==> src/design/tpbp_pkg.sv <==
// ----------------------------------------------------------------------------
// tpbp_pkg
// Shared types and constants of the turtle plotter: board geometry, command
// codes, headings and the control/status bundles between controller and
// datapath.
// ----------------------------------------------------------------------------
package tpbp_pkg;

  // Board geometry
  localparam int BOARD_SIZE = 64;
  localparam int ROW_AW     = (BOARD_SIZE > 1) ? $clog2(BOARD_SIZE) : 1;

  // Payload widths
  localparam int CMD_W   = 3;
  localparam int STEPS_W = 8;
  localparam int POS_W   = 6;
  localparam int HEAD_W  = 2;
  localparam int BITS_W  = 64;

  typedef logic [BOARD_SIZE-1:0] row_t;

  // Command codes
  localparam logic [CMD_W-1:0] CMD_PEN_UP   = 3'd0;
  localparam logic [CMD_W-1:0] CMD_PEN_DOWN = 3'd1;
  localparam logic [CMD_W-1:0] CMD_RIGHT    = 3'd2;
  localparam logic [CMD_W-1:0] CMD_LEFT     = 3'd3;
  localparam logic [CMD_W-1:0] CMD_MOVE     = 3'd4;
  localparam logic [CMD_W-1:0] CMD_READ     = 3'd5;

  // Headings
  localparam logic [HEAD_W-1:0] HEAD_RIGHT = 2'd0;
  localparam logic [HEAD_W-1:0] HEAD_DOWN  = 2'd1;
  localparam logic [HEAD_W-1:0] HEAD_LEFT  = 2'd2;
  localparam logic [HEAD_W-1:0] HEAD_UP    = 2'd3;

  // Controller to datapath commands
  typedef struct packed {
    logic load_in;   // latch request fields, clear step result
    logic pen_up;
    logic pen_dn;
    logic turn_r;
    logic turn_l;
    logic step;      // advance pen, count down, read landing row if pen down
    logic rd_sel;    // read the selected row
    logic wr_mark;   // write back landing row with the pen cell set
    logic set_edge;
    logic cap_row;   // capture read data as row result
    logic load_out;  // load the output register
  } ctl_t;

  // Datapath to controller status
  typedef struct packed {
    logic [CMD_W-1:0] op;
    logic             cnt_zero;
    logic             step_ok;
    logic             pen;
  } stat_t;

endpackage

==> src/design/tpbp_ctrl.sv <==
// ----------------------------------------------------------------------------
// tpbp_ctrl
// Sequencer of the turtle plotter: takes one request, runs its steps through
// the datapath and hands the result to the output register.
// ----------------------------------------------------------------------------
module tpbp_ctrl
  import tpbp_pkg::*;
(
  input  logic  clk,
  input  logic  rst,
  input  logic  in_valid,
  output logic  in_ready,
  output logic  out_valid,
  input  logic  out_ready,
  input  stat_t stat,
  output ctl_t  ctl
);

  localparam logic [2:0] S_IDLE = 3'd0;
  localparam logic [2:0] S_EXEC = 3'd1;
  localparam logic [2:0] S_STEP = 3'd2;
  localparam logic [2:0] S_MWR  = 3'd3;
  localparam logic [2:0] S_RDW  = 3'd4;
  localparam logic [2:0] S_FIN  = 3'd5;

  logic [2:0] state;
  logic [2:0] state_next;
  logic       out_free;

  assign in_ready = (state == S_IDLE);
  assign out_free = !out_valid || out_ready;

  // Next state and datapath commands
  always_comb begin
    state_next = state;
    ctl        = '0;
    case (state)
      S_IDLE: begin
        if (in_valid) begin
          ctl.load_in = 1'b1;
          state_next  = S_EXEC;
        end
      end
      S_EXEC: begin
        state_next = S_FIN;
        case (stat.op)
          CMD_PEN_UP:   ctl.pen_up = 1'b1;
          CMD_PEN_DOWN: ctl.pen_dn = 1'b1;
          CMD_RIGHT:    ctl.turn_r = 1'b1;
          CMD_LEFT:     ctl.turn_l = 1'b1;
          CMD_MOVE:     state_next = S_STEP;
          CMD_READ: begin
            ctl.rd_sel = 1'b1;
            state_next = S_RDW;
          end
          default: state_next = S_FIN;
        endcase
      end
      S_STEP: begin
        if (stat.cnt_zero) begin
          state_next = S_FIN;
        end else if (!stat.step_ok) begin
          ctl.set_edge = 1'b1;
          state_next   = S_FIN;
        end else begin
          ctl.step   = 1'b1;
          state_next = stat.pen ? S_MWR : S_STEP;
        end
      end
      S_MWR: begin
        ctl.wr_mark = 1'b1;
        state_next  = S_STEP;
      end
      S_RDW: begin
        ctl.cap_row = 1'b1;
        state_next  = S_FIN;
      end
      S_FIN: begin
        if (out_free) begin
          ctl.load_out = 1'b1;
          state_next   = S_IDLE;
        end
      end
      default: state_next = S_IDLE;
    endcase
  end

  // State and output valid
  always_ff @(posedge clk) begin
    if (rst) begin
      state     <= S_IDLE;
      out_valid <= 1'b0;
    end else begin
      state <= state_next;
      if (ctl.load_out) begin
        out_valid <= 1'b1;
      end else if (out_ready) begin
        out_valid <= 1'b0;
      end
    end
  end

`ifndef SYNTHESIS
  // A finished result waits while the output register is still taken
  a_fin_hold: assert property (@(posedge clk) disable iff (rst)
    (state == S_FIN && out_valid && !out_ready) |=> (state == S_FIN))
    else $error("result left FIN while output blocked");

  // An accepted request is decoded next
  a_accept_exec: assert property (@(posedge clk) disable iff (rst)
    (in_valid && in_ready) |=> (state == S_EXEC))
    else $error("accepted request not decoded");

  // A row write-back follows a pen-down step
  a_mwr_after_step: assert property (@(posedge clk) disable iff (rst)
    (state == S_MWR) |-> ($past(state) == S_STEP && $past(stat.pen)))
    else $error("row write without a pen-down step");

  // A result only appears out of FIN
  a_valid_from_fin: assert property (@(posedge clk) disable iff (rst)
    $rose(out_valid) |-> ($past(state) == S_FIN))
    else $error("output valid raised outside FIN");
`endif

endmodule
==> config.mk <==
export PLATFORM = sky130hd
export DESIGN_NAME = tpbp_ctrl
export DESIGN_NICKNAME = d
export VERILOG_FILES = /design/src/design/tpbp_pkg.sv /design/src/design/tpbp_ctrl.sv
export SDC_FILE = /design/constraint.sdc
export NUM_CORES = 1
export LEC_CHECK = 0
export BUFFER_PORTS_ARGS = -buffer_cell sky130_fd_sc_hd__buf_2
export CORE_AREA = 3 3 40 42
export DETAILED_ROUTE_END_ITERATION = 7
export DIE_AREA = 0 0 43 45
export HOLD_SLACK_MARGIN = 0.02
export PLACE_DENSITY_LB_ADDON = 0.12
export SETUP_SLACK_MARGIN = 0.2
export SLEW_MARGIN = 30
export SYNTH_ARGS = -nofsm -noshare
export SYNTH_HDL_FRONTEND = slang
export SYNTH_SLANG_ARGS = --single-unit
==> constraint.sdc <==
create_clock -name clk -period 1.5 [get_ports clk]
set_input_delay 0.15 -clock clk [delete_from_list [all_inputs] [get_ports clk]]
set_output_delay 0.15 -clock clk [all_outputs]
set_load 0.005 [all_outputs]
Word-level counts from Yosys, hierarchy flattened. Cells that the tools add are included.

Equal/unequal tests: 12. Muxes and demuxes: 28. Reductions and logical operators: 6.

Operator list (count): 1-bit 2-to-1 mux (21); 3-bit one-hot mux with 6 select lines (1); 3-bit by 2-bit == test with 1-bit output (second input constant) (4); 3-bit == test (second input constant) (4); 3-bit 2-to-1 mux (4); 3-bit by 1-bit == test with 1-bit output (second input constant) (2); 3-bit zero test (2); 3-bit one-hot mux with 2 select lines (1); 4-bit 2-to-1 mux (1); 2-bit != test (second input constant) (2); 2-bit AND reduction (1); 2-bit nonzero test (1); 1-bit zero test (1); 1-bit logical OR (1).

Output and inout port bits: 13. Logic and storage cells: 48. Register bits after elaboration: 4.

Longest topological paths before layout.
Depth in word-level cells: 5. Mapped depth: 4.

Least setup slack after synthesis. OpenSTA, ideal clock, no wires.

Kind: register -> register. From: register state[1]. To: register state[1]. Data required time: 1.430 ns. Period minus slack after synthesis: 1.079 ns. Arrival time: 1.009 ns. Stages on the path, launching flop included: 5. Setup slack: 0.421 ns. Path through: dfxtp_1 > nor2_2 > nand2_2 > or3_1 > a21oi_1.

Word-level cells in the longest chain between the ends: 3.

Ends and longest elaborated chain: start: declaration (RTL line tpbp_ctrl.sv:26) `logic [2:0] state;`; start signal: assignment (RTL line tpbp_ctrl.sv:94) `state <= state_next;`; 3-bit == test or 3-bit zero test (tied branches) (RTL line tpbp_ctrl.sv:37) `case (state)`; 2-bit != test (no line); 2-bit AND reduction (no line).

Parallel ways exist; a longest one is shown, timed or not. A chain may end at the register's enable or synchronous reset.

==> results.py <==
metrics = {
    "routing": {
        "initialDrtViolationCount": 4,
        "vias": 457,
        "antenna_left": 0,
        "wl_um": 1030,
        "drc": 0,
        "dr.pass1.iters": 4,
        "viasPerCell": 4.91,
        "wl_per_cell_um": 11.0,
    },
    "floorplanning": {
        "dieArea_um2": 1940,
        "ios": 23,
        "rows": 13,
        "dieHeight_um": 45,
        "fp.coreArea_um2": 1280,
        "die_x_um": 43,
        "start_util_pct": 25.0,
    },
    "setup_path": {
        "r2r_start": "state[1]",
        "r2r_end": "state[0]",
        "cp.required_ns": 1.35,
        "crit_start": "state[1]",
        "arrival_ns": 1.20,
        "cp-end-kind": "output pin",
        "crit_path_end": "ctl[0]",
        "rrSetupSlack_ns": 0.22,
        "cp-start-kind": "register",
        "critical_path.max_fanout": 5,
        "critPathKind": "reg2out",
        "ff2ff_path_depth": 5,
    },
    "clocking": {
        "clk_path_buf_depth": 2,
        "hold_buffers": 0,
        "numClockSinks": 4,
        "clock_latency_ns": 0.24,
        "ctsHtreeMaxLevel": 1,
        "cts_tree": "yes",
        "path_clk_slew_ns": 0.04,
        "cts-buffers-inserted": 3,
        "root_buffer": "clkbuf_4",
    },
    "timing": {
        "period_needed_ns": 1.35,
        "setup_viol": 0,
        "finalSetupTns_ns": 0,
        "finClkSkew_ns": 0.00125,
        "fmax_ghz": 0.740,
        "slew_violations": 0,
        "tightest_slew_ns": 0.299,
        "finalHoldViolCount": 0,
        "rsz0062_at_grt": "true",
        "period_share_pct": 90.1,
        "fin_hold_ws_ns": 0.119,
        "maxSlewHeadroom_pct": 79.9,
    },
    "logic_synthesis": {
        "ys_seq_area_share_pct": 24.9,
        "synthCells": 44,
        "yosysUniqueCellTypes": 22,
        "syn_area_per_cell_um2": 7.31,
        "syn_area_um2": 322,
        "synth_warnings": 0,
        "synth_seq_cells": 4,
        "syn_nets": 54,
    },
    "cells_and_area": {
        "drive_above_1_share_pct": 67.9,
        "syn2layout_area_growth_pct": 100,
        "design_area_um2": 644,
        "fillers": 139,
        "final_net_count": 90,
        "fin_util_pct": 50.1,
        "diodes": 0,
    },
    "global_route": {
        "grt_first_pass_wirelength_um": 1480,
        "grtUsageTotal_pct": 10.5,
        "grt_max_degree": 15,
        "antenna_found_initial": 0,
        "grt_pass1_vias": 366,
        "globalRoute.totalOverflow": 0,
    },
    "power": {
        "powerDensity_nw_per_um2": 690,
        "finalPower_mw": 0.444,
        "vdd_drop_max_mv": 0.266,
        "p_leak_nw": 0.301,
    },
    "outcome": {
        "status": "finished, final reports clean",
    },
    "placement": {
        "gp_congestion": 0.749,
        "portBuffers": 22,
        "place_area_um2": 447,
        "hpwl_um": 663,
    },
    "flow_run": {
        "drv_cap": 0,
    },
    "worst_hold_path": {
        "hold_class": "in2reg",
    },
}
[Yosys cell counts]
| library cell | n | area share, % |
|---|---|---|
| nor4_1 | 4 | 7.8 |
| nand3_1 | 1 | 1.6 |
| o221a_1 | 1 | 3.5 |
| nor2_1 | 6 | 7.0 |
| a21oi_1 | 4 | 6.2 |
| or3_1 | 1 | 1.9 |
| nor2b_1 | 2 | 3.9 |
| and2_1 | 2 | 3.9 |
| or2b_2 | 1 | 2.7 |
| inv_1 | 2 | 2.3 |
| nand2_2 | 1 | 1.9 |
| dfxtp_1 | 4 | 25 |
| a311oi_1 | 1 | 2.7 |
| o21ai_0 | 2 | 3.1 |
| and2b_2 | 1 | 2.7 |
| nor2_2 | 1 | 1.9 |
| and2b_4 | 1 | 3.1 |
| nor3_1 | 3 | 4.7 |
| buf_6 | 1 | 3.5 |
| nor4b_1 | 2 | 5.4 |
| nand2_1 | 1 | 1.2 |
| nand2b_1 | 2 | 3.9 |
[layer usage]
| metal | vias up | GRT usage, % | share of wire, % |
|---|---|---|---|
| met1 | 206 | 12.0 | 42 |
| li1 | 229 | - | - |
| met2 | 20 | 16.2 | 47 |
| met3 | 2 | 2.79 | 8.8 |
| met5 | - | 0 | 0 |
| met4 | 0 | 9.04 | 1.7 |
[kinds of logic after synthesis]
| family | count (synthesis) | synth area share (%) |
|---|---|---|
| buffers and inverters | 3 | 5.84 |
| AOI/OAI and AO/OA | 8 | 15.6 |
| DFF | 4 | 24.9 |
| and+or+nand+nor | 29 | 53.7 |
[metrics by stage]
stage               setup WS, ns  cells
global placement           0.293     81
CTS                        0.128     87
finish                     0.149     93
floorplan                  0.421     44
detailed placement         0.280     81
global route              0.0950     93
[state kept, by name, indices dropped and copies added, names as in the netlist]
| signal | count |
|---|---|
| out_valid | 1 |
| state | 3 |
[cells in the final DEF, fill, tap and decap left out]
cell	instances
buf_2	21
buf_4	8
nor2_1	6
a21oi_1	3
clkbuf_4	3
buf_6	3
nor2b_1	2
nand2b_1	2
nor3_2	2
inv_1	2
nor4b_2	2
nor4_4	2
o21ai_0	2
dfxtp_1	2
dfxtp_4	2
and2b_4	1
nand2_2	1
and2b_2	1
and2_4	1
or2b_4	1
nor2_4	1
nand2_4	1
nor4_2	1
nor3_1	1
and2_1	1
nand3_1	1
nor4_1	1
a311oi_2	1
a21oi_2	1
o221a_1	1
or3_1	1
[power breakdown]
part	internal (mW)	total (mW)	switching, mW
clock network	0.0897	0.137	0.0475
registers	0.115	0.125	0.0105
logic	0.0946	0.182	0.0874
[worst min path at each step]
stage                     start  endpoint  slack, ns  cells after the start
after CTS                   rst  state[1]       0.10                      2
after global placement      rst  state[2]       0.37                      2
after floorplan             rst  state[1]       0.22                      1
after detailed placement    rst  state[1]       0.37                      2
final                       rst  state[1]       0.12                      2
after global routing        rst  state[2]       0.14                      2
[critical path, cell delays in order (launching register included)]
cell     delay (ns)
dfxtp_4        0.36
buf_6          0.12
and2b_4        0.25
nand2_2        0.04
nor2_1         0.07
buf_2          0.11
[what timing repair did]
item,4_1_cts,5_1_grt
pin swaps,3,7
gates resized for setup,9,14
hold endpoints to repair,0,0
setup endpoints to repair,10,13
buffers inserted,3,6
[area by class of cell]
type	instances	area (µm²)	share of cell area [%]
sequential	4	87.6	13.6
inverter	2	7.51	1.17
timing repair buffer	32	199	30.9
clock buffer	3	22.5	3.50
multi-input combinational	37	309	48.0
tap	15	18.8	2.91
(Power assumes the default switching activity.)
